File: src/design/svge_pkg.sv
// Shared constants, types and helpers of the state vector gate engine.
`default_nettype none
package svge_pkg;

  localparam int MAX_QUBITS = 10;
  localparam int FRAC_BITS  = 16;
  localparam int AMP_W      = FRAC_BITS + 2;
  localparam int ADDR_W     = MAX_QUBITS;
  localparam int DEPTH      = 1 << ADDR_W;
  localparam int QCNT_W     = 4;
  localparam int PROB_W     = 44;
  localparam int SQ_W       = 2 * AMP_W;
  localparam int SUM_W      = ADDR_W + SQ_W;
  localparam int ROOT_W     = (SUM_W + 1) / 2;
  localparam int SCALE_W    = 2 * FRAC_BITS + 1;
  localparam int PRD_W      = AMP_W + SCALE_W;
  localparam int MACC_W     = AMP_W + 6;
  localparam int CNT_W      = 6;

  localparam logic [AMP_W-1:0] AMP_ONE = AMP_W'(1) << FRAC_BITS;
  localparam logic signed [MACC_W-1:0] MACC_HI = MACC_W'((1 << (AMP_W - 1)) - 1);
  localparam logic signed [MACC_W-1:0] MACC_LO = -MACC_HI - MACC_W'(1);
  localparam logic [AMP_W-1:0] AMP_HI = {1'b0, {(AMP_W-1){1'b1}}};
  localparam logic [AMP_W-1:0] AMP_LO = {1'b1, {(AMP_W-1){1'b0}}};

  typedef logic signed [AMP_W-1:0] amp_t;

  typedef struct packed {
    amp_t re;
    amp_t im;
  } cplx_t;

  typedef enum logic [2:0] {
    MODE_RESET = 3'd0,
    MODE_READ  = 3'd1,
    MODE_WRMAT = 3'd2,
    MODE_GATE1 = 3'd3,
    MODE_GATE2 = 3'd4,
    MODE_PROB  = 3'd5,
    MODE_NORM  = 3'd6
  } mode_t;

  typedef enum logic [2:0] {
    STAT_OK    = 3'd0,
    STAT_RANGE = 3'd1,
    STAT_SAME  = 3'd2,
    STAT_ZERO  = 3'd3,
    STAT_SAT   = 3'd4
  } status_t;

  typedef enum logic [1:0] {
    OUT_NONE,
    OUT_AMP,
    OUT_PROB
  } outsel_t;

  typedef struct packed {
    logic [ADDR_W-1:0] addr;
    logic [ADDR_W-1:0] base;
    logic [ADDR_W-1:0] pa;
    logic [ADDR_W-1:0] pb;
    logic              clr_wr;
    logic              mat_we;
    logic              sum_rd;
    logic              sum_inc;
    logic              acc_clr;
    logic              flags_clr;
    logic              ld_old;
    logic [1:0]        ld_idx;
    logic              mac_vld;
    logic [1:0]        mac_r;
    logic [1:0]        mac_j;
    logic              mac_first;
    logic              mac_last;
    logic              sqrt_init;
    logic              sqrt_step;
    logic              div_init;
    logic              div_step;
    logic              div_first;
    logic              scl_vld;
    logic              out_load;
    outsel_t           out_sel;
  } dp_cmd_t;

  typedef struct packed {
    logic sat;
    logic prob_over;
    logic norm_zero;
  } dp_stat_t;

  function automatic logic [ADDR_W-1:0] grp_addr(input logic [ADDR_W-1:0] base,
                                                 input logic [ADDR_W-1:0] pa,
                                                 input logic [ADDR_W-1:0] pb,
                                                 input logic [1:0]        r);
    grp_addr = base | (r[0] ? pa : '0) | (r[1] ? pb : '0);
  endfunction

endpackage
`default_nettype wire

File: src/design/svge_ctrl.sv
// Controller: command decode, sweep sequencing and result strobe.
`default_nettype none
module svge_ctrl (
  input  logic                         clk,
  input  logic                         rst,
  input  logic                         start,
  output logic                         busy,
  output logic                         done,
  output svge_pkg::status_t            status,
  input  logic [2:0]                   mode,
  input  logic [svge_pkg::ADDR_W-1:0]  amp_index,
  input  logic [3:0]                   qubit_a,
  input  logic [3:0]                   qubit_b,
  input  logic                         cfg_we,
  input  logic [svge_pkg::QCNT_W-1:0]  cfg_wdata,
  output svge_pkg::dp_cmd_t            cmd,
  input  svge_pkg::dp_stat_t           stat
);
  import svge_pkg::*;

  typedef enum logic [3:0] {
    ST_IDLE, ST_CLEAR, ST_READ, ST_SUM, ST_DRAIN, ST_SQRT, ST_DIV,
    ST_SCALE, ST_SDRAIN, ST_GSCAN, ST_GLOAD, ST_GMAC, ST_FIN
  } state_t;

  state_t            state, acc_next;
  mode_t             op, mode_in;
  logic              boot, two_q;
  logic [ADDR_W-1:0] s, pa, pb, last, mask_a, mask_b;
  logic [CNT_W-1:0]  cnt, load_end, mac_end;
  logic [QCNT_W-1:0] qcount, n_eff;
  logic [ADDR_W:0]   span;
  logic              qa_bad, qb_bad, acc_fin;
  status_t           acc_code, fin_code;
  logic [1:0]        mac_r, mac_j, kmax;

  assign mode_in = mode_t'(mode);
  assign busy    = (state != ST_IDLE);

  always_comb begin
    priority if (qcount == '0) n_eff = QCNT_W'(1);
    else if (qcount > QCNT_W'(MAX_QUBITS)) n_eff = QCNT_W'(MAX_QUBITS);
    else n_eff = qcount;
  end

  assign span     = (ADDR_W + 1)'(1) << n_eff;
  assign last     = ADDR_W'(span - 1'b1);
  assign qa_bad   = (qubit_a >= n_eff);
  assign qb_bad   = (qubit_b >= n_eff);
  assign mask_a   = ADDR_W'(1) << qubit_a;
  assign mask_b   = ADDR_W'(1) << qubit_b;
  assign kmax     = two_q ? 2'd3 : 2'd1;
  assign load_end = CNT_W'(kmax) + CNT_W'(1);
  assign mac_end  = two_q ? CNT_W'(16) : CNT_W'(4);
  assign mac_r    = two_q ? cnt[1:0] : {1'b0, cnt[0]};
  assign mac_j    = two_q ? cnt[3:2] : {1'b0, cnt[1]};

  always_comb begin
    acc_fin  = 1'b0;
    acc_code = STAT_OK;
    acc_next = ST_IDLE;
    case (mode_in)
      MODE_RESET: acc_next = ST_CLEAR;
      MODE_READ: begin
        if (amp_index > last) begin
          acc_fin  = 1'b1;
          acc_code = STAT_RANGE;
        end else acc_next = ST_READ;
      end
      MODE_GATE1: begin
        if (qa_bad) begin
          acc_fin  = 1'b1;
          acc_code = STAT_RANGE;
        end else acc_next = ST_GSCAN;
      end
      MODE_GATE2: begin
        if (qa_bad || qb_bad) begin
          acc_fin  = 1'b1;
          acc_code = STAT_RANGE;
        end else if (qubit_a == qubit_b) begin
          acc_fin  = 1'b1;
          acc_code = STAT_SAME;
        end else acc_next = ST_GSCAN;
      end
      MODE_PROB: begin
        if (qa_bad) begin
          acc_fin  = 1'b1;
          acc_code = STAT_RANGE;
        end else acc_next = ST_SUM;
      end
      MODE_NORM: acc_next = ST_SUM;
      default: acc_fin = 1'b1;
    endcase
  end

  always_comb begin
    unique case (op)
      MODE_GATE1, MODE_GATE2: fin_code = stat.sat ? STAT_SAT : STAT_OK;
      MODE_PROB:              fin_code = stat.prob_over ? STAT_SAT : STAT_OK;
      MODE_NORM: begin
        if (stat.norm_zero) fin_code = STAT_ZERO;
        else fin_code = stat.sat ? STAT_SAT : STAT_OK;
      end
      default:                fin_code = STAT_OK;
    endcase
  end

  always_comb begin
    cmd      = '0;
    cmd.addr = s;
    cmd.base = s;
    cmd.pa   = pa;
    cmd.pb   = pb;
    unique case (state)
      ST_IDLE: begin
        if (start) begin
          cmd.mat_we    = (mode_in == MODE_WRMAT);
          cmd.acc_clr   = 1'b1;
          cmd.flags_clr = 1'b1;
          cmd.out_load  = acc_fin;
          cmd.out_sel   = OUT_NONE;
        end
      end
      ST_CLEAR: cmd.clr_wr = 1'b1;
      ST_READ: begin
        cmd.sum_rd  = 1'b1;
        cmd.sum_inc = 1'b1;
      end
      ST_SUM: begin
        cmd.sum_rd  = 1'b1;
        cmd.sum_inc = (op == MODE_NORM) || ((s & pa) != '0);
      end
      ST_SQRT: begin
        cmd.sqrt_init = (cnt == '0);
        cmd.sqrt_step = (cnt != '0);
      end
      ST_DIV: begin
        cmd.div_init  = (cnt == '0);
        cmd.div_step  = (cnt != '0);
        cmd.div_first = (cnt == CNT_W'(1));
      end
      ST_SCALE: cmd.scl_vld = 1'b1;
      ST_GLOAD: begin
        cmd.addr   = grp_addr(s, pa, pb, cnt[1:0]);
        cmd.ld_old = (cnt != '0);
        cmd.ld_idx = cnt[1:0] - 2'd1;
      end
      ST_GMAC: begin
        cmd.mac_vld   = (cnt < mac_end);
        cmd.mac_r     = mac_r;
        cmd.mac_j     = mac_j;
        cmd.mac_first = (mac_r == 2'd0);
        cmd.mac_last  = (mac_r == kmax);
      end
      ST_FIN: begin
        cmd.out_load = 1'b1;
        unique case (op)
          MODE_READ: cmd.out_sel = OUT_AMP;
          MODE_PROB: cmd.out_sel = OUT_PROB;
          default:   cmd.out_sel = OUT_NONE;
        endcase
      end
      default: ;
    endcase
  end

  always_ff @(posedge clk) begin
    if (rst) begin
      state  <= ST_CLEAR;
      boot   <= 1'b1;
      op     <= MODE_RESET;
      two_q  <= 1'b0;
      s      <= '0;
      cnt    <= '0;
      pa     <= '0;
      pb     <= '0;
      qcount <= QCNT_W'(1);
      done   <= 1'b0;
      status <= STAT_OK;
    end else begin
      done <= 1'b0;
      if (cfg_we) qcount <= cfg_wdata;
      unique case (state)
        ST_IDLE: begin
          if (start) begin
            op    <= mode_in;
            two_q <= (mode_in == MODE_GATE2);
            pa    <= mask_a;
            pb    <= (mode_in == MODE_GATE2) ? mask_b : '0;
            s     <= (mode_in == MODE_READ) ? amp_index : '0;
            cnt   <= '0;
            state <= acc_next;
            if (acc_fin) begin
              done   <= 1'b1;
              status <= acc_code;
            end
          end
        end
        ST_CLEAR: begin
          s <= s + 1'b1;
          if (s == '1) begin
            boot  <= 1'b0;
            state <= boot ? ST_IDLE : ST_FIN;
          end
        end
        ST_READ: state <= ST_DRAIN;
        ST_SUM: begin
          if (s == last) state <= ST_DRAIN;
          else s <= s + 1'b1;
        end
        ST_DRAIN: begin
          cnt <= cnt + 1'b1;
          if (cnt == CNT_W'(1)) begin
            cnt   <= '0;
            state <= (op == MODE_NORM) ? ST_SQRT : ST_FIN;
          end
        end
        ST_SQRT: begin
          cnt <= cnt + 1'b1;
          if (cnt == CNT_W'(ROOT_W)) begin
            cnt   <= '0;
            state <= ST_DIV;
          end
        end
        ST_DIV: begin
          if (cnt == '0 && stat.norm_zero) state <= ST_FIN;
          else if (cnt == CNT_W'(SCALE_W)) begin
            cnt   <= '0;
            s     <= '0;
            state <= ST_SCALE;
          end else cnt <= cnt + 1'b1;
        end
        ST_SCALE: begin
          if (s == last) state <= ST_SDRAIN;
          else s <= s + 1'b1;
        end
        ST_SDRAIN: begin
          cnt <= cnt + 1'b1;
          if (cnt == CNT_W'(1)) begin
            cnt   <= '0;
            state <= ST_FIN;
          end
        end
        ST_GSCAN: begin
          if ((s & (pa | pb)) != '0) begin
            if (s == last) state <= ST_FIN;
            else s <= s + 1'b1;
          end else begin
            cnt   <= '0;
            state <= ST_GLOAD;
          end
        end
        ST_GLOAD: begin
          cnt <= cnt + 1'b1;
          if (cnt == load_end) begin
            cnt   <= '0;
            state <= ST_GMAC;
          end
        end
        ST_GMAC: begin
          cnt <= cnt + 1'b1;
          if (cnt == mac_end) begin
            cnt <= '0;
            if (s == last) state <= ST_FIN;
            else begin
              s     <= s + 1'b1;
              state <= ST_GSCAN;
            end
          end
        end
        ST_FIN: begin
          done   <= 1'b1;
          status <= fin_code;
          state  <= ST_IDLE;
        end
        default: state <= ST_IDLE;
      endcase
    end
  end

endmodule
`default_nettype wire

File: config.mk
export PLATFORM = sky130hd
export DESIGN_NAME = svge_ctrl
export DESIGN_NICKNAME = d
export VERILOG_FILES = /design/src/design/svge_pkg.sv /design/src/design/svge_ctrl.sv
export SDC_FILE = /design/constraint.sdc
export NUM_CORES = 1
export LEC_CHECK = 0
export ABC_AREA = 1
export ABC_CLOCK_PERIOD_IN_PS = 4700
export CAP_MARGIN = 40
export CORE_UTILIZATION = 60
export CTS_CLUSTER_SIZE = 16
export DETAILED_ROUTE_END_ITERATION = 10
export DONT_BUFFER_PORTS = 1
export GPL_TIMING_DRIVEN = 0
export HOLD_SLACK_MARGIN = 0.05
export PLACE_DENSITY_LB_ADDON = 0.1
export REMOVE_ABC_BUFFERS = 1
export SETUP_SLACK_MARGIN = 0.3
export SLEW_MARGIN = 10
export SYNTH_ARGS = -nofsm -noshare
export SYNTH_HDL_FRONTEND = slang
export SYNTH_SLANG_ARGS = --single-unit
File: constraint.sdc
create_clock -name clk -period 4.7 [get_ports clk]
set_input_delay 0.235 -clock clk [delete_from_list [all_inputs] [get_ports clk]]
set_output_delay 0.235 -clock clk [all_outputs]
set_load 0.005 [all_outputs]
Word level (Yosys, flattened, before mapping)
Cells that the tools add are included.
Cells by class
  $add $sub $neg: 5
  magnitude comparators: 5
  equal/unequal tests: 48
  shift-type cells: 3
  muxes and demuxes: 84
  bitwise logic cells: 5
  reduce and logical (&&, ||, !) cells: 26
Operator list (number)
  10-bit two-way mux: 11
  4-bit two-way mux: 20
  10-bit case mux with 6 select lines: 1
  6-bit two-way mux: 8
  4-bit case mux with 12 select lines: 1
  6-bit case mux with 7 select lines: 1
  10-bit OR: 3
  1-bit by 4-bit left shift with 10-bit output, first input constant: 3
  2-bit inequality test, second input constant: 14
  3-bit two-way mux: 9
  4-bit case mux with 6 select lines: 1
  10-bit AND: 2
  4-bit equality test, second input constant: 5
  2-bit two-way mux: 10
  10-bit nonzero test: 2
  3-bit equality test, second input constant: 6
  4-bit by 3-bit equality test with 1-bit output, second input constant: 4
  1-bit two-way mux: 12
  3-bit case mux with 2 select lines: 2
  6-bit nonzero test: 2
  11-bit AND reduction: 1
  10-bit by 1-bit adder with 10-bit output, second input constant: 1
  10-bit equality test: 1
  10-bit equality test, second input constant: 1
  41 further kinds: 55
Word-level totals
  register bits after elaboration: 53
  output and inout bits: 70
  logic and storage cells: 187

Depth between registers and ports, before layout
Gate-level depths: netlist of run 1.
  depth in word-level cells: 11
  mapped depth: 21

Least setup slack after synthesis of run 1
OpenSTA, ideal clock, no wires.
  kind: register to register
  from: reg qcount[3]
  to: reg status[0]
  setup time: 115 ps
  data arrival time: 2263 ps
  path slack: 2322 ps
  stages on the path, launching flop included: 19
  buffers on the path: 1
  path through: dfxtp_1 -> buf_6 -> nor2_2 -> nand2_1 -> ha_1 -> inv_1 -> nor2_1 -> nand2_1 -> nand2_1 -> ha_1 -> nand2_1 -> nor2_1 -> o211ai_1 -> nand3_1 -> nand3_1 -> nand4_1 -> nand2_1 -> a21oi_1 -> nor2_1
On the way
  word-level cells in the longest chain between the ends: 11
RTL lines
  start, declared: RTL line svge_ctrl.sv:31  | logic [QCNT_W-1:0] qcount, n_eff;
  start signal, assigned: RTL line svge_ctrl.sv:182  | if (cfg_we) qcount <= cfg_wdata;
  4-bit > comparator: RTL line svge_ctrl.sv:42  | else if (qcount > QCNT_W'(MAX_QUBITS)) n_eff = QCNT_W'(MAX_QUBITS);
  4-bit two-way mux: RTL line svge_ctrl.sv:42
  4-bit two-way mux *: RTL line svge_ctrl.sv:41  | priority if (qcount == '0) n_eff = QCNT_W'(1);
  1-bit by 4-bit left shift with 10-bit output: RTL line svge_ctrl.sv:46  | assign span = (ADDR_W + 1)'(1) << n_eff;
  10-bit by 1-bit subtractor with 10-bit output: RTL line svge_ctrl.sv:47  | assign last = ADDR_W'(span - 1'b1);
  10-bit > comparator: RTL line svge_ctrl.sv:65  | if (amp_index > last) begin
  1-bit two-way mux: RTL line svge_ctrl.sv:65
  2-bit case mux with 3 select lines: RTL line svge_ctrl.sv:62  | case (mode_in)
  3-bit two-way mux: RTL line svge_ctrl.sv:193  | if (acc_fin) begin
  3-bit two-way mux: RTL line svge_ctrl.sv:185  | if (start) begin
  3-bit case mux with 2 select lines: RTL line svge_ctrl.sv:183  | unique case (state)
  end signal, assigned: RTL line svge_ctrl.sv:195  | status <= acc_code;
  end signal, assigned: RTL line svge_ctrl.sv:273  | status <= fin_code;
  end, declared: RTL line svge_ctrl.sv:9  | output svge_pkg::status_t status,
Every way passes the cells marked *; elsewhere a longest branch is shown, timed or not. The select of a mux whose other input is x is not followed.
A chain may end at the register's enable or synchronous reset.

==> metrics, run 1 <==
total power 1290 uW; Synth Warn # 0; RePlAce Congestion 0.961; CP max stage cell dfxtp_1; Core Rows 31; FMAX 307 MHz; Buf+Inv Stages, Crit Path 2; worst setup path startpoint qcount[3]; Final ANT Viol Nets 0; flop and latch count out of synthesis 53; clk buf depth 2; Num CTS Buffers 5; CTS tree done; cell mode on critical path nand2_1; cell family with most CP delay simple AND/OR/NAND/NOR gates; port buffer count 0; Die Ht 88.3 um; WL/cell 16.3 um; Slew HR 0.402; share of async-settable or async-resettable flops after synthesis 0; vias 4970; RSZ-0062 raised after global routing no; reg2reg start qcount[3]; fin. max-slew vios 0; post-layout minimum cycle time 3260 ps; H-Tree Depth 2; Cells after Synth 755; largest net degree at the start of global routing 30; DR pass1 iterations 7; Post-Syn Area per Cell 5.91 um2; Worst-Skew Late Latency 330 ps; drt total wl 13700 um; share of layout cells above drive strength 1 0.0595; crit path capture type primary output; CP Capture Point cmd[2]; worst setup path category reg2out; CTS root buffer clkbuf_8; Reg clk slew, reported paths 110 ps; Setup crit start kind flip-flop; Final Hold Fails 0; VDD IR max 0.202 mV; most common cell after layout, fill and taps aside nand2_1; antenna violations before repair 0; die area 7790 um2; crit path cell chain nor2_2 -> nand2_1 -> ha_1 -> inv_1 -> nor2_1 -> nand2_1 -> nand2_1 -> ha_1 -> nand2_1 -> nor2_1 -> o211ai_1 -> nand3_1 -> nand3_1 -> nand4_1 -> a21oi_1 -> inv_1; DIE WIDTH 88.3 um; # DRC 0; Design Area, Final 4590 um2; Cells after DPL 828; placed cell area 4460 um2; vias in the first global route 4425; crit share post-route 0.693; Worst path max stage delay 430 ps; CP Data Required Time 4470 ps; worst reg2reg endpoint status[0]; status complete, no violations; Worst EP arrival 3020 ps; worst reg-to-reg setup slack 1670 ps; Post-Syn Area 4460 um2; via-per-instance ratio 5.92; WHS 55.8 ps; non-filler cells, final 839; most frequent cells in the layout 179 x nand2_1, 105 x nor2_1, 90 x inv_1; Levels on crit path 16; R2R depth 18; P&R area growth vs syn 2.86%; initial DRC count 478; ANT cells 0; max cap viols 0; Synth Flop Type dfxtp_1; CTS Sinks 53; first-pass GRT wire length 21200 um; Post-DP HPWL 10700 um; Leak Pwr 0.00204 uW; Synth cell types 42; crit-path max FO 9; Seq/Total Area, Yosys 0.238; core area 7210 um2; Initial Utilization 0.619; actual slew at the worst max-slew pin 895 ps; Post-Route Skew 12.0 ps; GRT overflow 0; worst min path class in2reg; post-CTS setup repair buffer count 0; pwr dens 282 nW/um2; Nets 798; Final Setup Violations 0; IO Count 102; EDFF count, synth 0; Post-Route Setup TNS 0 ps; total track usage 0.354
-- worst min-delay path by stage --
stage / end / cells past startpoint / slack [ps] / startpoint
floorplan: cnt[1] / 1 / 300 / rst
CTS: op[2] / 2 / 60 / mode[2]
finish: op[2] / 2 / 60 / mode[2]
global route: op[2] / 2 / 60 / mode[2]
detailed placement: pb[8] / 1 / 310 / rst
global placement: two_q / 1 / 310 / rst
-- state kept, by name, summed over array words and instances (netlist names) --
signal,cells
two_q,1
s,10
boot,1
pb,10
done,1
op,3
state,4
cnt,6
pa,10
qcount,4
status,3
-- power by group --
group / switching [uW] / internal, uW / total, uW / leakage, uW
registers: 95.2 / 490 / 586 / 0.000431
logic: 277 / 140 / 417 / 0.00156
clock network: 180 / 112 / 292 / 0.0000506
total: 552 / 742 / 1290 / 0.00204
-- Yosys cell counts, types with 3 or more instances --
cell	number	share of area
a211oi_1	5	0.0084
a21oi_1	57	0.064
a31oi_1	4	0.0056
buf_2	6	0.0067
buf_4	3	0.0050
clkbuf_1	14	0.012
dfxtp_1	53	0.24
ha_1	27	0.076
inv_1	90	0.076
inv_2	14	0.012
nand2_1	179	0.15
nand2_2	4	0.0056
nand3_1	43	0.048
nand4_1	28	0.039
nor2_1	105	0.088
nor2_2	10	0.014
nor3_1	15	0.017
o21ai_0	46	0.052
o21ai_1	12	0.013
o22ai_1	5	0.0070
o31ai_1	3	0.0050
xnor2_1	5	0.0098
-- layout make-up --
class | count | area, um2
multi-input cells | 572 | 2880
fillers | 756 | 2620
repair buffers | 3 | 35.0
clock buffers | 5 | 68.8
clock inverters | 3 | 28.8
flip-flops and latches | 53 | 1060
well taps | 99 | 124
inverters | 104 | 390
-- through the flow --
stage	worst slack, ps	util
final	1440	0.636
after CTS	1530	0.634
after floorplan	2320	-
after global placement	1810	0.617
after global routing	1200	0.636
after detailed placement	1780	0.618
-- logic make-up after synthesis --
| logic type | Yosys count | share of synthesized area |
|---|---|---|
| adder cells (fa/ha/maj) | 27 | 0.0757 |
| buffers and inverters | 131 | 0.118 |
| flip-flops | 53 | 0.238 |
| AND/OR/NAND/NOR | 392 | 0.376 |
| XOR/XNOR | 6 | 0.0118 |
| other | 1 | 0.000840 |
| AO/OA/AOI/OAI | 145 | 0.180 |
-- what timing repair did --
action | CTS | global route
hold endpoints to repair | 25 | 0
hold buffers | 2 | 0
resized for setup | 0 | 0
-- per-layer routing --
layer	up-vias	part of all wire	GRT usage
li1	2435	-	-
met1	2254	0.42	0.445
met2	247	0.47	0.602
met3	34	0.090	0.0793
met4	0	0.023	0.110
met5	-	0	0
(Power assumes the default switching activity.)
==> run 2, diff against run 1 <==
- ABC_AREA: 1 -> 0
- ABC_CLOCK_PERIOD_IN_PS: 4700 -> 3150
- clock period: 4.7 -> 3.15 ns (I/O delays scaled with it)
==> metrics, run 2 <==
crit-path max FO 5 (-4); Final Setup Violations 4 (+4); fin. max-slew vios 0 (unchanged); RSZ-0062 raised after global routing yes; ANT cells 0 (unchanged); P&R area growth vs syn 18.2%; switching share of total power 0.447 (+0.0201); R2R depth 14 (-4); core area 6910 um2 (-4.3%); Clock power frac 0.165 (-0.061); Largest regs pa x10, pb x10, s x10; antenna violations before repair 0 (unchanged); Synth cell types 69 (+64%); Cells after DPL 642 (-22%); RePlAce Congestion 0.962 (+0.17%); status finished with violations; Yosys top cell by area dfxtp_1; actual slew at the worst max-slew pin 912 ps (+16.8 ps); most frequent cells in the layout 72 x nor2_1, 48 x nand2_1, 47 x dfxtp_1; cell family with most CP delay simple AND/OR/NAND/NOR gates; cell-internal power 1720 uW (+130%); Post-Route Skew 11.6 ps (-0.408 ps); EDFF count, synth 0 (unchanged); CTS tree done; Synth Flop Type dfxtp_1; switching power 1380 uW (+150%); share of async-settable or async-resettable flops after synthesis 0 (unchanged); WL/cell 20.8 um (+28%); CP max stage cell or3_4; Fillers 537 (-29%); initial DRC count 528 (+10%); # DRC 0 (unchanged); top cells by count, synth 76 x nor2_1, 53 x dfxtp_1, 50 x nand2_1, 40 x a21oi_1, 33 x clkbuf_1; Nets 653 (-18%); Post-DP HPWL 9560 um (-11%); worst reg-to-reg setup slack -150 ps (-1820 ps); CP Data Required Time 2990 ps (-1480 ps); drt total wl 14400 um (+5.3%); Num CTS Buffers 5 (unchanged); clk buf depth 2 (unchanged); final setup margin -228 ps (-1670 ps); Worst path max stage delay 400 ps (-30 ps); final core utilization 0.743 (+0.106); Core Rows 30 (-3.2%); worst reg2reg endpoint status[0]; total power 3100 uW (+140%); DIE WIDTH 87.0 um (-1.4%); CTS Sinks 53 (unchanged); vias 4736 (-4.7%); Worst EP arrival 3220 ps (+200 ps); Reg clk slew, reported paths 100 ps (about the same); hold endpoint pa[0]; combinational power share 0.512 (+0.190); Cells after Synth 589 (-22%); pwr dens 604 nW/um2 (+110%); Synth top area share 0.245 (+0.00692); Post-Syn Area 4340 um2 (-2.8%); worst min path class in2reg; DR pass1 iterations 8 (+1); flop and latch count out of synthesis 53 (unchanged); total track usage 0.377 (+0.0232); crit path capture type primary output; VDD IR max 0.520 mV (+160%); GRT overflow 0 (unchanged); crit share post-route 1.07; Slew HR 0.392 (-0.0105); IO Count 102 (unchanged); die area 7570 um2 (-2.8%); non-filler cells, final 691 (-18%); ranking of synthesized cells by area dfxtp_1 24%, ha_1 7.8%, nor2_1 6.6%, a22oi_1 4.7%, a21oi_1 4.6%; via-per-instance ratio 6.85 (+16%); FMAX 296 MHz; Initial Utilization 0.628 (+0.00928); worst setup path category reg2out; cell mode on critical path or3_4; max cap viols 0 (unchanged); H-Tree Depth 2 (unchanged); Final ANT Viol Nets 0 (unchanged); reg2reg start qcount[3]; WHS 48.5 ps (-7.24 ps); post-layout minimum cycle time 3380 ps; vias in the first global route 4354 (-1.6%); Worst-Skew Late Latency 310 ps (-20 ps); Final Hold Fails 0 (unchanged); CTS root buffer clkbuf_8; Hold Crit Depth 3 (+1); port buffer count 0 (unchanged); Seq/Total Area, Yosys 0.245 (+0.00692); failing checks negative setup slack; Synth Warn # 0 (unchanged); hold path start qubit_a[0]; Setup crit start kind flip-flop; first-pass GRT wire length 22100 um (+4.0%); Die Ht 87.0 um (-1.4%); most common cell after layout, fill and taps aside nor2_1; Post-Syn Area per Cell 7.36 um2 (+25%); Leak Pwr 0.00187 uW (-8.5%); largest net degree at the start of global routing 46 (+53%); share of layout cells above drive strength 1 0.139 (+0.0800); Flop pwr share 0.323 (-0.129); most frequent cell after synthesis nor2_1; crit path cell chain or3_4 -> ha_4 -> or3_4 -> a21oi_2 -> nor2_1 -> ha_1 -> nand4_1 -> a211oi_2 -> a2111oi_4 -> nand2b_4 -> a221o_1 -> o21ai_4; Buf+Inv Stages, Crit Path 0 (-2)
## run 2: cell count changes in the layout (fill, tap and decap cells not counted), moves of 17 or more
| cell | change |
|---|---|
| inv_1 | -67 |
| a21oi_1 | -18 |
| dlygate4sd3_1 | +17 |
| a22oi_1 | +27 |
| nor2_1 | -33 |
| nand3_1 | -30 |
| nand4_1 | -17 |
| o21ai_0 | -27 |
| nand2_1 | -131 |
## run 2: worst max-delay path by stage
stage | start | end | slack [ps] | cells after the start
after global routing | qcount[3] | cmd[2] | -340 | 12
final | qcount[3] | cmd[2] | -230 | 12
after global placement | qcount[3] | status[0] | -810 | 13
after floorplan | qcount[3] | status[0] | -270 | 12
after detailed placement | qcount[3] | status[0] | -880 | 13
after CTS | qcount[3] | cmd[2] | -240 | 12
## run 2: cells by family (layout without fill, tap and decap cells)
| group | count (synthesis) | in the layout | share of synthesized area |
|---|---|---|---|
| simple gates | 239 | 239 | 0.271 |
| compound gates | 168 | 168 | 0.271 |
| buf+inv | 69 | 74 | 0.0661 |
| flops | 53 | 53 | 0.245 |
| fa+ha+maj | 28 | 28 | 0.0802 |
| xor+xnor | 18 | 18 | 0.0363 |
| mux | 13 | 13 | 0.0300 |
| other cells | 1 | 2 | 0.000864 |
## run 2: layout make-up
class / count / area [um2] / share of cell area
Multi-Input combinational cell: 468 / 3280 / 0.639
Timing Repair Buffer: 42 / 438 / 0.0854
Sequential cell: 53 / 1080 / 0.210
Clock buffer: 6 / 82.6 / 0.0161
Tap cell: 96 / 120 / 0.0234
Inverter: 24 / 93.8 / 0.0183
Clock inverter: 2 / 41.3 / 0.00805
## run 2: layer usage
layer  GRT usage  vias to the layer above  part of all wire  wire length, um
li1            -                     2163                 -                -
met2       0.620                      331              0.46             6590
met5           0                        -                 0                0
met4       0.170                        0             0.046              669
met3       0.116                       70              0.12             1750
met1       0.451                     2172              0.37             5390
## run 2: worst min-delay path: cells and delay by family
family	cells	cell delay, ps
AOI/OAI and AO/OA	1	100
and+or+nand+nor	2	60
## run 2: per-stage QoR
stage                     worst slack (ps)  instance area (um2)  setup TNS, ps
after detailed placement              -877                 4280          -7920
after global placement                -811                 4270          -8680
final                                 -228                 5130           -418
after global routing                  -337                 5130          -1030
after floorplan                       -273                 4150           -660
after CTS                             -237                 4920           -352
## run 2: power by group through the flow
stage / Clock [uW] / Sequential (uW) / Combinational (uW)
floorplan: 0 / 917 / 872
global route: 542 / 1020 / 1710
CTS: 518 / 977 / 1380
finish: 511 / 1000 / 1590
detailed placement: 0 / 995 / 1110
global placement: 0 / 991 / 1080
## run 2: what timing repair did
item,in CTS,in global routing
hold buffers,20,0
cloned,1,0
resized for setup,42,34
endpoints found under the setup margin,25,29
hold endpoints to repair,46,0
pin swaps,15,19
buffers inserted,16,4
==> run 3, diff against run 2 <==
- CORE_UTILIZATION: 60 -> 46
==> metrics, run 3 (synthesis gave the netlist of run 2 again) <==
status finished with violations; failing checks negative setup slack; # DRC 0 (unchanged); Post-DP HPWL 10300 um (+7.7%); RSZ-0062 raised after global routing yes; Clock power frac 0.164 (about the same); most common cell after layout, fill and taps aside nor2_1; die area 9820 um2 (+30%); first-pass GRT wire length 22800 um (+3.5%); post-layout minimum cycle time 3390 ps (+13.8 ps); Worst-Skew Late Latency 320 ps (about the same); Post-Route Skew 11.4 ps (-0.160 ps); fin. max-slew vios 0 (unchanged); non-filler cells, final 705 (+2.0%); CP Data Required Time 2990 ps (about the same); worst setup path category reg2out; Reg clk slew, reported paths 100 ps (about the same); IO Count 102 (unchanged); Nets 652 (-0.15%); switching power 1340 uW (-3.3%); VDD IR max 0.278 mV (-46%); core area 9200 um2 (+33%); vias 4514 (-4.7%); WHS 60.0 ps (+11.5 ps); WL/cell 20.9 um (+0.23%); Die Ht 99.1 um (+14%); port buffer count 0 (unchanged); CTS Sinks 53 (unchanged); Setup crit start kind flip-flop; placed cell area 4300 um2 (+0.53%); Cells after DPL 658 (+2.5%); Worst EP arrival 3230 ps (about the same); vias in the first global route 4193 (-3.7%); crit-path max FO 5 (unchanged); combinational power share 0.491 (-0.021); cell-internal power 1600 uW (-6.4%); pwr dens 587 nW/um2 (-2.8%); Flop pwr share 0.344 (+0.021); Core Rows 35 (+17%); largest net degree at the start of global routing 47 (+2.2%); total power 2940 uW (-5.0%); share of layout cells above drive strength 1 0.131 (-0.00818); Final ANT Viol Nets 0 (unchanged); GRT overflow 0 (unchanged); max cap viols 0 (unchanged); H-Tree Depth 2 (unchanged); ANT cells 0 (unchanged); crit path capture type primary output; Design Area, Final 5010 um2 (-2.3%); clk buf depth 2 (unchanged); actual slew at the worst max-slew pin 794 ps (-118 ps); CTS root buffer clkbuf_8; Largest regs pa x10, pb x10, s x10; Slew HR 0.471 (+0.0787); switching share of total power 0.455 (+0.00807); antenna violations before repair 0 (unchanged); Final Hold Fails 0 (unchanged); Final Setup Violations 6 (+2); drt total wl 14700 um (+2.3%); total track usage 0.293 (-0.0836); RePlAce Congestion 0.898 (-6.6%); initial DRC count 371 (-30%); Fillers 904 (+68%); P&R area growth vs syn 15.5%; Initial Utilization 0.472 (-0.156); Post-Route Setup TNS -591 ps (-172 ps); Leak Pwr 0.00182 uW (-2.5%); DR pass1 iterations 5 (-3); FMAX 295 MHz (-0.41%); CTS tree done; most frequent cells in the layout 73 x nor2_1, 48 x nand2_1, 47 x dfxtp_1; final setup margin -242 ps (-13.8 ps); crit share post-route 1.08 (+0.00437); DIE WIDTH 99.1 um (+14%); Num CTS Buffers 5 (unchanged); worst min path class in2reg; via-per-instance ratio 6.40 (-6.6%)
## run 3: critical path: stages, from the launching register on
cell,delay (ps)
dfxtp_4,350
or3_4,390
ha_4,170
or3_4,320
a21oi_2,140
nor2_1,70
ha_1,300
nand4_1,140
a211oi_2,220
a2111oi_2,80
buf_2,140
nand2b_4,130
a221o_1,360
o21ai_4,120
## run 3: final timing paths
path,startpoint,endpoint,slack [ps],depth (start not counted)
max reg2reg,qcount[2],status[0],-210,16
min,qubit_a[0],pa[4],60,3
min reg2reg,boot,boot,500,1
max,qcount[2],cmd[2],-240,13
## run 3: per-stage QoR
step | utilization | setup WS, ps
6_report | 0.545 | -242
3_5_place_dp | 0.468 | -698
3_3_place_gp | 0.466 | -973
2_1_floorplan | - | -273
4_1_cts | 0.536 | -292
5_1_grt | 0.545 | -372
## run 3: per-layer routing
metal  vias to the layer above  global-route usage  wire length [um]
li1                       2166                   -                 -
met1                      2126               0.383              6270
met2                       185               0.481              6810
met3                        37              0.0717              1210
met4                         0              0.0871               421
met5                         -                   0                 0
## run 3: timing repair
action / CTS / global route
hold buffers: 22 / 0
endpoints found under the hold margin: 46 / 0
buffers inserted: 16 / 1
resized for setup: 49 / 15
cloned: 0 / 0
endpoints found under the setup margin: 25 / 29
pin swaps: 20 / 14
## run 3: layout make-up
type / count / area, um2 / share of cell area
Sequential cell: 53 / 1080 / 0.215
Timing Repair Buffer: 41 / 393 / 0.0784
Clock buffer: 6 / 72.6 / 0.0145
Inverter: 24 / 90.1 / 0.0180
Clock inverter: 2 / 38.8 / 0.00774
Multi-Input combinational cell: 468 / 3200 / 0.639
Tap cell: 111 / 139 / 0.0277
## run 3: power groups by stage
| stage | combinational (uW) | sequential, uW | clock (uW) |
|---|---|---|---|
| after floorplan | 872 | 917 | 0 |
| after global placement | 1090 | 1010 | 0 |
| after detailed placement | 1120 | 1010 | 0 |
| after CTS | 1310 | 996 | 496 |
| after global routing | 1560 | 1030 | 518 |
| final | 1450 | 1010 | 484 |
